<file path="config.mk">
export PLATFORM = sky130hd
export DESIGN_NAME = der_signature_decoder
export DESIGN_NICKNAME = d
export VERILOG_FILES = /design/src/dersig_pkg.sv /design/src/der_signature_decoder.sv
export SDC_FILE = /design/constraint.sdc
export NUM_CORES = 1
export LEC_CHECK = 0
export ABC_AREA = 1
export BUFFER_PORTS_ARGS = -buffer_cell sky130_fd_sc_hd__buf_2
export CORE_AREA = 5 5 220 307
export CTS_CLUSTER_SIZE = 20
export DETAILED_ROUTE_END_ITERATION = 10
export DIE_AREA = 0 0 225 312
export PLACE_DENSITY_LB_ADDON = 0.12
export SLEW_MARGIN = 20
export SYNTH_ARGS = -nofsm -noshare
export SYNTH_HDL_FRONTEND = slang
export SYNTH_SLANG_ARGS = --single-unit
</file>
<file path="constraint.sdc">
create_clock -name clk -period 9.7 [get_ports clk]
set_clock_uncertainty 0.15 [all_clocks]
set_input_delay 0.485 -clock clk [delete_from_list [all_inputs] [get_ports clk]]
set_output_delay 0.485 -clock clk [all_outputs]
set_load 0.1 [all_outputs]
</file>
<file path="src/dersig_pkg.sv">
// Package for the DER signature decoder: tags, phase and status codes, sizes.
`default_nettype none

package dersig_pkg;

  localparam int INT_BYTES_DEF = 32;
  localparam int HALF_BYTES    = 32;
  localparam int RES_BYTES     = 2 * HALF_BYTES;
  localparam int IN_TDATA_W    = 8;
  localparam int OUT_TDATA_W   = 24;

  localparam logic [7:0] TAG_SEQUENCE    = 8'h30;
  localparam logic [7:0] TAG_INTEGER     = 8'h02;
  localparam logic [7:0] LEN_UNSUPPORTED = 8'hfd;

  typedef logic [2:0] phase_t;
  localparam phase_t PH_SEQ   = 3'd0;
  localparam phase_t PH_TOTAL = 3'd1;
  localparam phase_t PH_RTAG  = 3'd2;
  localparam phase_t PH_RLEN  = 3'd3;
  localparam phase_t PH_RDATA = 3'd4;
  localparam phase_t PH_STAG  = 3'd5;
  localparam phase_t PH_SLEN  = 3'd6;
  localparam phase_t PH_SDATA = 3'd7;

  typedef logic [3:0] status_t;
  localparam status_t ST_OK        = 4'd0;
  localparam status_t ST_BAD_SEQ   = 4'd1;
  localparam status_t ST_BAD_RTAG  = 4'd2;
  localparam status_t ST_ZERO_RLEN = 4'd3;
  localparam status_t ST_BAD_STAG  = 4'd4;
  localparam status_t ST_ZERO_SLEN = 4'd5;
  localparam status_t ST_MISMATCH  = 4'd6;
  localparam status_t ST_TRUNC     = 4'd7;
  localparam status_t ST_TOO_LONG  = 4'd8;
  localparam status_t ST_BAD_LEN   = 4'd9;

endpackage

`default_nettype wire

</file>
<file path="src/der_signature_decoder.sv">
// DER signature decoder: byte parser, r/s stores and padded 64-byte emitter.
//
//   channel | fields                                  | transaction
//   in_     | in_byte, in_last                        | one encoded byte
//   out_    | out_byte, out_index, status, out_last   | one result byte or status
//
// One byte is taken per cycle while in_tready is high; a byte that causes a status
// result yields one output transaction. The byte that completes s starts a 64-byte
// burst read from the r and s stores, during which in_tready is low. Reset returns
// the parser to the sequence tag. A result waiting on out_tready holds in_tready low
// and stretches the burst.
`default_nettype none

module der_signature_decoder #(
  parameter int INT_BYTES = dersig_pkg::INT_BYTES_DEF
) (
  input  wire logic                               clk,
  input  wire logic                               rst_n,
  input  wire logic                               in_tvalid,
  output logic                                    in_tready,
  input  wire logic [dersig_pkg::IN_TDATA_W-1:0]  in_tdata,  // [7:0] in_byte
  input  wire logic                               in_tlast,  // in_last
  output logic                                    out_tvalid,
  input  wire logic                               out_tready,
  output logic [dersig_pkg::OUT_TDATA_W-1:0]      out_tdata, // [7:0] out_byte,
                                                             // [13:8] out_index,
                                                             // [17:14] status
  output logic                                    out_tlast  // out_last
);
  import dersig_pkg::*;

  localparam int LIMIT = (INT_BYTES < HALF_BYTES) ? INT_BYTES : HALF_BYTES;
  localparam int LW    = $clog2(LIMIT + 2);
  localparam int CW    = $clog2(LIMIT + 1);
  localparam int IW    = (LIMIT > 1) ? $clog2(LIMIT) : 1;
  localparam logic [7:0]    LEN_MAX  = 8'(LIMIT + 1);
  localparam logic [LW-1:0] LEN_BIG  = LW'(LIMIT + 1);
  localparam logic [CW-1:0] CNT_FULL = CW'(LIMIT);

  phase_t        phase_r, phase_nxt;
  logic          skip_r, skip_nxt;
  logic [7:0]    tot_r, tot_nxt;
  logic [LW-1:0] rlen_r, rlen_nxt, slen_r, slen_nxt, rem_r, rem_nxt;
  logic [CW-1:0] rcnt_r, rcnt_nxt, scnt_r, scnt_nxt;
  logic [7:0]    r_mem [LIMIT];
  logic [7:0]    s_mem [LIMIT];

  logic          burst_r;
  logic [5:0]    k_r;
  logic          out_valid_r;
  logic [7:0]    out_byte_r;
  logic [5:0]    out_index_r;
  status_t       status_r;
  logic          out_last_r;

  logic          out_free, in_acc, in_last;
  logic [7:0]    b;
  status_t       err;
  logic          done, wr_r, wr_s, emit_status;
  logic [LW-1:0] cur_len;
  logic [CW-1:0] cur_cnt;
  logic          first;
  logic [6:0]    total;

  logic [CW-1:0] rd_cnt;
  logic [6:0]    rd_sum;
  logic [IW-1:0] rd_idx;
  logic          rd_hit;

  assign out_free  = !out_valid_r || out_tready;
  assign in_tready = !burst_r && out_free;
  assign in_acc    = in_tvalid && in_tready;
  assign b         = in_tdata[7:0];
  assign in_last   = in_tlast;

  assign cur_len = (phase_r == PH_SDATA) ? slen_r : rlen_r;
  assign cur_cnt = (phase_r == PH_SDATA) ? scnt_r : rcnt_r;
  assign first   = (rem_r == cur_len);
  assign total   = 7'd4 + 7'(rlen_r) + 7'(slen_r);

  always_comb begin
    phase_nxt   = phase_r;
    skip_nxt    = skip_r;
    tot_nxt     = tot_r;
    rlen_nxt    = rlen_r;
    slen_nxt    = slen_r;
    rem_nxt     = rem_r;
    rcnt_nxt    = rcnt_r;
    scnt_nxt    = scnt_r;
    err         = ST_OK;
    done        = 1'b0;
    wr_r        = 1'b0;
    wr_s        = 1'b0;
    emit_status = 1'b0;
    if (skip_r) begin
      if (in_last) begin
        skip_nxt  = 1'b0;
        phase_nxt = PH_SEQ;
      end
    end else begin
      unique case (phase_r) inside
        PH_SEQ: begin
          tot_nxt  = '0;
          rlen_nxt = '0;
          slen_nxt = '0;
          rem_nxt  = '0;
          rcnt_nxt = '0;
          scnt_nxt = '0;
          if (b != TAG_SEQUENCE) err = ST_BAD_SEQ;
          else phase_nxt = PH_TOTAL;
        end
        PH_TOTAL: begin
          if (b >= LEN_UNSUPPORTED) err = ST_BAD_LEN;
          else begin
            tot_nxt   = b;
            phase_nxt = PH_RTAG;
          end
        end
        PH_RTAG, PH_STAG: begin
          if (b != TAG_INTEGER) err = (phase_r == PH_RTAG) ? ST_BAD_RTAG : ST_BAD_STAG;
          else phase_nxt = (phase_r == PH_RTAG) ? PH_RLEN : PH_SLEN;
        end
        PH_RLEN, PH_SLEN: begin
          if (b >= LEN_UNSUPPORTED) err = ST_BAD_LEN;
          else if (b == 8'h00) err = (phase_r == PH_RLEN) ? ST_ZERO_RLEN : ST_ZERO_SLEN;
          else if (b > LEN_MAX) err = ST_TOO_LONG;
          else begin
            rem_nxt = b[LW-1:0];
            if (phase_r == PH_RLEN) begin
              rlen_nxt  = b[LW-1:0];
              phase_nxt = PH_RDATA;
            end else begin
              slen_nxt  = b[LW-1:0];
              phase_nxt = PH_SDATA;
            end
          end
        end
        PH_RDATA, PH_SDATA: begin
          rem_nxt = rem_r - 1'b1;
          if (first && b == 8'h00) begin
            err = ST_OK;
          end else if (first && cur_len == LEN_BIG) begin
            err = ST_TOO_LONG;
          end else if (cur_cnt < CNT_FULL) begin
            if (phase_r == PH_RDATA) begin
              wr_r     = 1'b1;
              rcnt_nxt = rcnt_r + 1'b1;
            end else begin
              wr_s     = 1'b1;
              scnt_nxt = scnt_r + 1'b1;
            end
          end
          if (err == ST_OK && rem_nxt == '0) begin
            if (phase_r == PH_RDATA) phase_nxt = PH_STAG;
            else if (tot_r != {1'b0, total}) err = ST_MISMATCH;
            else done = 1'b1;
          end
        end
        default: phase_nxt = PH_SEQ;
      endcase
      if (err != ST_OK) begin
        phase_nxt   = PH_SEQ;
        skip_nxt    = !in_last;
        emit_status = 1'b1;
      end else if (done) begin
        phase_nxt = PH_SEQ;
        skip_nxt  = !in_last;
      end else if (in_last) begin
        phase_nxt   = PH_SEQ;
        err         = ST_TRUNC;
        emit_status = 1'b1;
      end
    end
  end

  assign rd_cnt = k_r[5] ? scnt_r : rcnt_r;
  assign rd_sum = 7'(k_r[4:0]) + 7'(rd_cnt);
  assign rd_hit = (rd_sum >= 7'(HALF_BYTES));
  assign rd_idx = rd_sum[IW-1:0];

  always_ff @(posedge clk) begin
    if (in_acc && wr_r) r_mem[cur_cnt[IW-1:0]] <= b;
    if (in_acc && wr_s) s_mem[cur_cnt[IW-1:0]] <= b;
  end

  always_ff @(posedge clk) begin
    if (!rst_n) begin
      phase_r     <= PH_SEQ;
      skip_r      <= 1'b0;
      tot_r       <= '0;
      rlen_r      <= '0;
      slen_r      <= '0;
      rem_r       <= '0;
      rcnt_r      <= '0;
      scnt_r      <= '0;
      burst_r     <= 1'b0;
      k_r         <= '0;
      out_valid_r <= 1'b0;
    end else begin
      if (in_acc) begin
        phase_r <= phase_nxt;
        skip_r  <= skip_nxt;
        tot_r   <= tot_nxt;
        rlen_r  <= rlen_nxt;
        slen_r  <= slen_nxt;
        rem_r   <= rem_nxt;
        rcnt_r  <= rcnt_nxt;
        scnt_r  <= scnt_nxt;
        if (emit_status) out_valid_r <= 1'b1;
        else if (out_tready) out_valid_r <= 1'b0;
        if (done) begin
          burst_r <= 1'b1;
          k_r     <= '0;
        end
      end else if (burst_r && out_free) begin
        out_valid_r <= 1'b1;
        k_r         <= k_r + 1'b1;
        if (k_r == 6'(RES_BYTES - 1)) burst_r <= 1'b0;
      end else if (out_tready) begin
        out_valid_r <= 1'b0;
      end
    end
  end

  // result payload
  always_ff @(posedge clk) begin
    if (in_acc && emit_status) begin
      out_byte_r  <= '0;
      out_index_r <= '0;
      status_r    <= err;
      out_last_r  <= 1'b1;
    end else if (!in_acc && burst_r && out_free) begin
      if (!rd_hit) out_byte_r <= '0;
      else if (k_r[5]) out_byte_r <= s_mem[rd_idx];
      else out_byte_r <= r_mem[rd_idx];
      out_index_r <= k_r;
      status_r    <= ST_OK;
      out_last_r  <= (k_r == 6'(RES_BYTES - 1));
    end
  end

  assign out_tvalid = out_valid_r;
  assign out_tdata  = {6'b0, status_r, out_index_r, out_byte_r};
  assign out_tlast  = out_last_r;

endmodule

`default_nettype wire
</file>
Yosys cells after proc, flatten, opt, wreduce, memory -nomap -nowiden
Memory sizes are Yosys's and may differ from the RTL's.
Cells that the tools add are included.
{"block": "word_totals", "inputBits": 13, "regBits": 69, "mem_bits_rw": 512, "elab_cells": 214, "memories": 2}
{"block": "classes", "n_reduce_logical": 40, "mux": 111, "n_eq_ne": 34, "magnitude_cmp": 4, "n_bitwise": 1, "add_sub_neg": 7}
{"name": "r_mem", "depth": 32, "word_bits": 8, "rd": 1, "rd_ports_with_merged_regs": 0, "wr": 1, "line": "der_signature_decoder.sv:45", "source": "logic [7:0] r_mem [LIMIT];"}
{"name": "s_mem", "depth": 32, "word_bits": 8, "rd": 1, "rd_ports_with_merged_regs": 0, "wr": 1, "line": "der_signature_decoder.sv:46", "source": "logic [7:0] s_mem [LIMIT];"}
{"operator": "6-bit 2-to-1 mux", "count": 25}
{"operator": "4-bit 2-to-1 mux", "count": 18}
{"operator": "3-bit 2-to-1 mux", "count": 17}
{"operator": "6-bit one-hot mux with 2 select lines", "count": 4}
{"operator": "1-bit 2-to-1 mux", "count": 39}
{"operator": "5-bit != test (second input constant)", "count": 6}
{"operator": "7-bit AND reduction", "count": 4}
{"operator": "8-bit 2-to-1 mux", "count": 3}
{"operator": "2-bit != test (second input constant)", "count": 12}
{"operator": "4-bit one-hot mux with 5 select lines", "count": 1}
{"operator": "6-bit by 1-bit adder with 6-bit output (second input constant)", "count": 3}
{"operator": "6-bit one-hot mux with 3 select lines", "count": 1}
{"operator": "8-bit one-hot mux with 2 select lines", "count": 1}
{"operator": "3-bit one-hot mux with 5 select lines", "count": 1}
{"operator": "3-bit equality test (second input constant)", "count": 4}
{"operator": "6-bit equality test (second input constant)", "count": 2}
{"operator": "2-bit nonzero test", "count": 6}
{"operator": "1-bit logical AND", "count": 11}
{"operator": "5-bit by 3-bit != test with 1-bit output (second input constant)", "count": 2}
{"operator": "10-bit AND reduction", "count": 1}
{"operator": "8-bit greater-or-equal comparator (second input constant)", "count": 1}
{"operator": "8-bit by 6-bit greater-than comparator with 1-bit output (second input constant)", "count": 1}
{"operator": "8-bit logical NOT", "count": 1}
{"operator": "8-bit by 2-bit != test with 1-bit output (second input constant)", "count": 1}
{"operator": "26 further kinds", "count": 32}

Logic depth before layout (Yosys ltp)
Gate-level depths: netlist of the first run.
{"block": "logic_depth", "ltp_word": 18, "mapped_depth": 21}

Worst setup path before layout of the first run
OpenSTA, ideal clock, no wires.
{"block": "synth_path", "path_kind": "flip-flop to flip-flop", "from": "register out_valid_r, in the netlist out_tvalid", "to": "memory r_mem[10][0], enable pin", "setup_slack_ns": 6.114, "required_ns": 9.180, "setup_ns": 0.370, "path_buffers": 1, "arrival_ns": 3.066, "path_stages_with_launch": 11, "period_less_slack_ns": 3.586, "cell_sequence": "dfxtp_1 inv_1 nor2_1 nor2_2 nand2_2 nor2_4 nand2_1 nor2_1 nand2_1 buf_2 nor2_1"}
{"block": "synth_between", "elab_chain_len": 7}
{"element": "start, declared", "line": "der_signature_decoder.sv:50", "source": "logic out_valid_r;"}
{"element": "start signal, assigned", "line": "der_signature_decoder.sv:198", "source": "out_valid_r <= 1'b0;"}
{"element": "start signal, assigned", "line": "der_signature_decoder.sv:209", "source": "if (emit_status) out_valid_r <= 1'b1;"}
{"element": "start signal, assigned", "line": "der_signature_decoder.sv:210", "source": "else if (out_tready) out_valid_r <= 1'b0;"}
{"element": "1-bit logical NOT", "line": "der_signature_decoder.sv:70", "source": "assign out_free = !out_valid_r || out_tready;"}
{"element": "1-bit logical OR", "line": "der_signature_decoder.sv:70"}
{"element": "1-bit logical AND", "line": "der_signature_decoder.sv:71", "source": "assign in_tready = !burst_r && out_free;"}
{"element": "via in_tready", "line": "der_signature_decoder.sv:20", "source": "output logic in_tready,"}
{"element": "1-bit logical AND", "line": "der_signature_decoder.sv:72", "source": "assign in_acc = in_tvalid && in_tready;"}
{"element": "1-bit logical AND", "line": "der_signature_decoder.sv:182", "source": "if (in_acc && wr_r) r_mem[cur_cnt[IW-1:0]] <= b;"}
{"element": "1-bit 2-to-1 mux", "line": "der_signature_decoder.sv:182"}
{"element": "1-bit 2-to-1 mux (implied by the code)", "line": "der_signature_decoder.sv:182"}
{"element": "end, declared", "line": "der_signature_decoder.sv:45"}
The timed path passes the listed nets, and every way through them passes these cells.

Worst setup path in the final report of the first run
{"block": "layout_path", "from": "register k_r[5]", "to": "register out_byte_r[4]"}
{"block": "layout_between", "elab_chain_len": 5}
{"element": "start, declared", "line": "der_signature_decoder.sv:49", "source": "logic [5:0] k_r;"}
{"element": "start signal, assigned", "line": "der_signature_decoder.sv:217", "source": "k_r <= k_r + 1'b1;"}
{"element": "6-bit 2-to-1 mux", "line": "der_signature_decoder.sv:176", "source": "assign rd_cnt = k_r[5] ? scnt_r : rcnt_r;"}
{"element": "5-bit by 6-bit adder with 7-bit output", "line": "der_signature_decoder.sv:177", "source": "assign rd_sum = 7'(k_r[4:0]) + 7'(rd_cnt);"}
{"element": "memory read 32 x 8 bit, on equally long branches"}
{"element": "8-bit 2-to-1 mux", "line": "der_signature_decoder.sv:234", "source": "else if (k_r[5]) out_byte_r <= s_mem[rd_idx];"}
{"element": "8-bit 2-to-1 mux *", "line": "der_signature_decoder.sv:233", "source": "if (!rd_hit) out_byte_r <= '0;"}
{"element": "end signal, assigned", "line": "der_signature_decoder.sv:234"}
{"element": "end signal, assigned", "line": "der_signature_decoder.sv:235", "source": "else out_byte_r <= r_mem[rd_idx];"}
{"element": "end, declared", "line": "der_signature_decoder.sv:51", "source": "logic [7:0] out_byte_r;"}
Mark *: on every way between the ends. The rest lies on a longest branch, timed or not.
A chain may end at the register's enable or synchronous reset.

==> run summary, run 1 <==
The CTS sink count came out at 581. The synthesized netlist cell count is 2371. The complex-gate fraction of the synthesized area is 0.0937. Setup repair after global routing left no endpoint under its margin. Across the VDD grid, the largest voltage drop is 145 uV. The share of the synthesized area in the top cell type came out at 0.610. The post-cts resize count came out at 0. For this run, the detailed router's first-pass iteration total came to 5.

Counting flops with a built-in enable in the synthesized netlist gives 516. The leakage component of the power came out at 10.0 nW. The layout overhead on the synthesized area is 10.4%.

The ratio of total power to cell area came out at 214 nW/um^2. The synthesized area is 25400 sq um. The maximum clock insertion buffer count is 3. Entering global routing, the biggest net connects 170 pins. The highest layer touched by signal routing is met4. After floorplanning, the core was sized to cover 64300 sq um.

The critical path class is reg -> reg. The count of final setup violators is 0. The initial utilization of the core area, before any placement, comes to 0.395. The setup slack of the worst register-to-register path is 4.29 ns. The number of H-tree levels came out at 2. The starting DRC count in detailed routing came out at 1335.

The data arrival time at the worst-slack endpoint came out at 5.77 ns. Once the clock tree was built, the setup fixing pass inserted 0 buffers. For this run, the number of Yosys warnings is 0. The number of antenna violations at the first check in global routing is 2.

The routed metal-1 wirelength came out at 30000 um. On the critical path, the stage with the largest delay is an instance of dfxtp_1. In the synthesized netlist, the cells that appear most often are nand2_1, edfxtp_1, nand3_1, a21oi_1, nor2_1. Routability-driven placement finished with a final weighted congestion of 0.884. The total global-route track usage came out at 0.208. The fraction of synthesis flops using an asynchronous set or reset pin is 0. The synthesized area divided by synthesized cell count is 10.7 sq um. Buffers placed on the I/O ports in this run total 33.

In this run the critical register-to-register path is launched from k_r[5]. The tightest min-delay check is of the in -> reg type. The dominant combinational cell family by area after synthesis is simple AND/OR/NAND/NOR gates. Clock-pin slew was measured on the worst setup and hold paths at 0.06 ns. The post-route clock period utilization came out at 0.558.

The worst setup path endpoint is out_byte_r[4]. The number of clock buffers inserted by TritonCTS is 55. In the final routed layout, each cell accounts on average for 22.9 um. The met3 wire length is 3080 um.

The final number of hold-violating endpoints was 0. The register area share after synthesis is 0.661. Of the cells placed in the final design, the portion with a size suffix greater than 1 is 0.0853.

The number of top-level pins is 40. After detailed routing, the number of remaining DRC violations is 0. The leftover overflow at the end of global routing came out at 0.

The count of final max-slew check failures came out at 0. The flow ran to the end, and the final reports show no timing, DRC or antenna violations. In the synthesized netlist the dominant register cell turns out to be edfxtp_1. Summed over all instances, the cell type with the most area after synthesis is edfxtp_1.

The row count came out at 110. The overall die area came out at 70200 sq um. Wires add up to 74400 um.

The setup slack after placement came out at 4.21 ns. Summing all multi-input logic gate instances after layout gives 7610 sq um. Summed over all failing endpoints, the final setup total negative slack is 0 ns.

The fraction of the mapped netlist area in simple logic gates came out at 0.187. Yosys attributes the largest share of cell area to edfxtp_1, nand2_1, dfxtp_1. The shortest period the worst path allows is 5.41 ns.

The xor and xnor fraction of the mapped netlist area came out at 0.00271. The post-cts hold buffer count is 0. The setup slack of the critical path after layout is 4.29 ns. Detailed routing placed a total of 38500 um of wire on met2. The most numerous cell on the critical path is a21oi_1. The worst setup path startpoint is k_r[5]. The number of global-route vias before repair is 17.7k.

The die extent in y is 312 um. The first-pass GRT wire length came out at 112000 um. The mux cell area share after synthesis is 0. The detail-routed via count per cell is 5.40. The total power after layout is 6.02 mW. The slew at the pin closest to its max-slew limit is 1.05 ns. The number of max-capacitance violations reported is 0. In the final layout, flip-flops and latches occupy 16800 sq um. The overall via count from detail_route is 17.5k.

Walking the worst path, the cells encountered are o21ai_0 > ha_4 > fa_4 > buf_4 > inv_4 > buf_4 > a21oi_1 > a22o_1 > nand2_1 > o211ai_1 > nand3_1 > nand3_1 > a21oi_1 > a21oi_1 > nor2_1. The endpoint identified for the worst register-to-register timing path is out_byte_r[4]. Among all cell types in the netlist, the one instantiated most often is nand2_1. In this design, the stage delay of the slowest critical-path cell is 0.94 ns. The layout net count came out at 2400. The half-perimeter wire length after detailed placement is 45900 um.

The synthesis-stage register bit count is 581. Fill cells in the final layout number 5979. The worst reg-to-reg path cell count came out at 15. TritonCTS built the clock tree. The maximum clock frequency came out at 185 MHz. Counting distinct cell types in the post-synthesis netlist gives 52. At the worst endpoint, the required time is 10.06 ns. Of the total synthesized cell area, the portion taken by full adders, half adders and majority gates is 0.0139.

The startpoint class of the critical path is a flop. At the later pin of the worst-skew pair, clock insertion delay measures 0.63 ns. The largest driver fanout on the critical path came out at 71. Once detail routing completed, the nets flagged for antenna violations numbered 0. The worst pin sits at a relative slew slack of 0.295. The worst setup path is captured at a flop. From left edge to right edge, the die measures 225 um. Clock tree synthesis selected as its root buffer the cell clkbuf_16.
[worst max-delay path, delay by kind of cell, from the launching register on]
family	cells	cell delay [ns]
compound gates	6	1.13
flops	1	0.94
buf+inv	3	1.62
simple gates	4	0.35
fa+ha+maj	2	1.03
[report_power, final]
part / switching [mW] / internal, mW / total [mW]
combinational: 0.773 / 0.306 / 1.08
clock: 0.958 / 1.20 / 2.16
sequential: 0.0297 / 2.75 / 2.78
[cells by family (layout without fill, tap and decap cells)]
logic type                 count (synthesis)  after routing
AOI/OAI and AO/OA                        390            390
xor gates and xnor gates                   7              7
adders and majority gates                 27             27
buffers and inverters                    250            278
DFF                                      581            581
other                                      1              7
and+or+nand+nor                         1115           1115
[registers in the layout (all words and copies together) (netlist names), 6 cells and up]
register     flops
k_r              6
s_mem          256
rcnt_r           6
r_mem          256
scnt_r           6
out_byte_r       8
out_index_r      6
rlen_r           6
slen_r           6
tot_r            8
rem_r            6
[metrics by stage]
stage,instance area (sq um),hold WS [ns],util,std cells
3_5_place_dp,26300,0.302,0.409,3143
2_1_floorplan,25400,0.294,-,2376
4_1_cts,28100,0.0789,0.437,3244
5_1_grt,28100,0.137,0.437,3245
6_report,28100,0.111,0.437,3245
3_3_place_gp,26300,0.300,0.409,3143
[cell usage in the layout, fill, tap and decap left out, types with 7 or more instances in the layout]
cell	instances
nor2_2	9
a211oi_1	12
edfxtp_1	516
nand2_2	13
clkbuf_1	17
ha_1	24
buf_4	26
o221ai_1	7
clkbuf_16	55
o31ai_1	15
a21oi_1	181
buf_2	33
o211ai_1	15
a32o_1	28
nor2_1	180
o21ai_0	77
clkinv_1	11
a22oi_1	7
nor3_1	10
inv_1	99
inv_2	12
o22ai_1	10
nand2_1	624
a22o_1	14
nand3_1	241
a32oi_1	7
clkinv_2	9
nand4_1	12
dfxtp_1	65
[metal layers]
metal / up-vias / GRT usage
li1: 8318 / -
met4: 0 / 0.0749
met1: 8653 / 0.255
met5: - / 0
met2: 443 / 0.376
met3: 123 / 0.0244
[how the worst min path moves through the flow]
stage,startpoint,endpoint,slack [ns],cells after the start
CTS,in_tvalid,k_r[0],0.08,4
finish,in_tvalid,k_r[0],0.11,4
global placement,out_index_r[4],out_index_r[4],0.30,2
global route,in_tvalid,k_r[0],0.14,4
detailed placement,out_index_r[4],out_index_r[4],0.30,2
floorplan,rcnt_r[4],rcnt_r[4],0.29,2
[final cells by class]
| class | instances | area share |
|---|---|---|
| Clock inverter | 27 | 0.0103 |
| Sequential cell | 581 | 0.598 |
| Antenna cell | 1 | 0.0000892 |
| Inverter | 116 | 0.0158 |
| Clock buffer | 74 | 0.0523 |
| Multi-Input combinational cell | 1545 | 0.271 |
| Timing Repair Buffer | 61 | 0.0143 |
| Tap cell | 840 | 0.0374 |
Power figures use the tool's default switching activity.
==> run 2, diff against run 1 <==
Clock period 9.7 ns to 4.8 ns, I/O delays scaled along.
==> run summary, run 2 (synthesized netlist as in run 1, its figures left out) <==
The largest driver fanout on the critical path came out at 93. The run finished with clean final reports. The starting DRC count in detailed routing is 1341. The worst reg-to-reg path cell count is 11. For this design the total switching power over the nets is 3.54 mW. Of the total power, registers draw 0.467. The detail-routed via count per cell came out at 5.39.

The data arrival time at the worst-slack endpoint is 4.57 ns. The number of antenna violations at the first check in global routing came out at 1. The post-cts hold buffer count came out at 5. The die width came out at 225 um. The CTS sink count is 581. After the last flow step, the layout net total stands at 2445.

The root buffer cell chosen for the clock tree is clkbuf_16. Across the run, the number of max-cap violations was 0. The insertion delay of the later-clocked pin in the worst-skew pair is 0.61 ns. The count of input and output buffers is 33.

After global routing the overflow that remains totals 0. The worst hold path belongs to the class in -> reg. Leaving out fill and tap cells, the most frequent cell in the layout is nand2_1.

Setup violations remaining at the end of the flow were counted as 0. The first-pass detailed-route iteration total came out at 5. The maximum clock frequency is 240 MHz.

The critical path goes through o21ai_0 > ha_4 > fa_4 > buf_12 > o21ai_0 > o221ai_1 > nand3_1 > a21oi_1 > or3_1 > nand3b_1 > nand2_1. The routed layout has 17.7k vias. The endpoint of the lowest-slack register-to-register path is out_byte_r[6].

On the critical path, the stage with the largest delay is an instance of fa_4. The fraction of power spent switching nets is 0.295. The number of clock buffers inserted by TritonCTS is 56. For this run, the total global-route usage over all layers was measured as 0.205. The worst IR drop on VDD is 302 uV. The first global-routing pass estimated 111000 um of wire. The post-detailed-routing wire length is 73000 um.

The wire length per cell came out at 22.2 um. The ratio of total power to cell area is 423 nW/um^2. The post-route setup TNS is 0 ns. Setup slack on the critical path of the routed design comes to 0.629 ns. The overall die area came out at 70200 sq um. The setup path with the least slack is of type reg -> reg. The most numerous cell on the critical path is o21ai_0. The final RePlAce weighted congestion is 0.911. The number of fill cells came out at 5922. The cell internal power dissipation came out at 8.47 mW. The detail route stage leaves a number of antenna-violating nets equal to 0. The setup slack after placement is 0.669 ns.

The startpoint class of the critical path is a flop. The number of design rule violations left after detail routing is 0. The maximum clock insertion buffer count is 3. Post-CTS repair changed the size of 0 cells. The cell family contributing the most delay on the critical path is adder cells. At the pin with the least slew margin, the transition time is 1.11 ns.

The largest net degree at the start of global routing came out at 106. For hold timing, the worst endpoint is slen_r[5]. The post-route clock period utilization came out at 0.869.

The worst setup path is captured at a flop. Once detailed placement completed, the half-perimeter wirelength came to 47200 um. The row count is 110. In the layout the commonest cells are nand2_1, edfxtp_1, nand3_1, a21oi_1, nor2_1.

The floorplan step set the die height to 312 um. On the worst path, the slowest cell contributes a delay of 0.86 ns. The setup slack of the worst register-to-register path came out at 0.63 ns. The floorplan core area is 64300 sq um. The post-CTS setup buffer count came out at 0. The share of total power dissipated in the clock network is 0.346.

The part of the total power dissipated in combinational logic is 0.187. The hold path depth came out at 5. Setup repair after global routing left no endpoint under its margin. In this run the most critical hold path is launched from in_tdata[5].

The leakage component of the power came out at 10.2 nW. The layout overhead on the synthesized area came out at 11.8%. TritonCTS built the clock tree.

The initial utilization of the core area, before any placement, comes to 0.395. The final number of hold-violating endpoints is 0. The headroom to the max-slew limit is 0.258.

In the final layout, the share of cells above drive strength 1 is 0.0993. In this run the critical register-to-register path is launched from k_r[5]. The clock transition time at the flip-flop clock pins of the worst setup and hold paths came out at 0.06 ns.

Counting both buffers and inverters, the worst setup path holds a total of 1. The number of global-route vias before repair came to 17.6k. The required time at the endpoint of the critical path came out at 5.20 ns. The number of H-tree levels came out at 2. The shortest period the worst path allows came out at 4.17 ns. The count of final max-slew check failures came out at 0. The number of top-level pins is 40.
## run 2: how the worst max path moves through the flow
stage	cells past startpoint	endpoint	start
3_3_place_gp	12	out_byte_r[6]	k_r[5]
3_5_place_dp	12	out_byte_r[6]	k_r[5]
5_1_grt	12	out_byte_r[6]	k_r[5]
6_report	11	out_byte_r[6]	k_r[5]
2_1_floorplan	10	r_mem[10][0]	out_tvalid
4_1_cts	12	out_byte_r[6]	k_r[5]
## run 2: power groups by stage
stage / Clock (mW) / Combinational (mW) / Sequential [mW]
final: 4.15 / 2.25 / 5.61
after global routing: 4.46 / 2.49 / 5.62
after CTS: 4.24 / 2.28 / 5.61
after detailed placement: 0 / 2.26 / 5.72
after global placement: 0 / 2.25 / 5.72
after floorplan: 0 / 1.46 / 5.75
## run 2: cell type report
class                      instances  area [sq um]  share of cell area
inverter                         116           443              0.0156
clock buffer                      69          1490              0.0525
antenna                            3          7.51            0.000264
tap                              840          1050              0.0370
multi-input combinational       1545          7610               0.268
timing repair buffer             105           831              0.0292
sequential                       581         16800               0.591
clock inverter                    31           185             0.00652
## run 2: worst register-to-register path, delay by kind of cell, from the launching register on
| family | cells | cell delay, ns |
|---|---|---|
| buffers and inverters | 1 | 0.36 |
| AO/OA/AOI/OAI | 4 | 1.18 |
| flip-flops | 1 | 0.65 |
| AND/OR/NAND/NOR | 4 | 0.69 |
| adder cells (fa/ha/maj) | 2 | 1.08 |
## run 2: per-layer routing
metal  wire length (um)  up-vias  GRT usage
met5                  0        -          0
met4               2510        0     0.0638
met3               3040      124     0.0234
met2              37800      466      0.368
met1              29700     8741      0.259
li1                   -     8417          -
## run 2: per-stage QoR
step | instances | hold WS [ns] | power (mW) | instance area (sq um) | utilization
3_5_place_dp | 3182 | 0.303 | 7.99 | 26700 | 0.415
3_3_place_gp | 3182 | 0.302 | 7.97 | 26700 | 0.415
6_report | 3290 | 0.0569 | 12.0 | 28400 | 0.442
5_1_grt | 3287 | 0.0498 | 12.6 | 28400 | 0.442
2_1_floorplan | 2376 | 0.189 | 7.21 | 25400 | -
4_1_cts | 3287 | 0.0241 | 12.1 | 28400 | 0.442
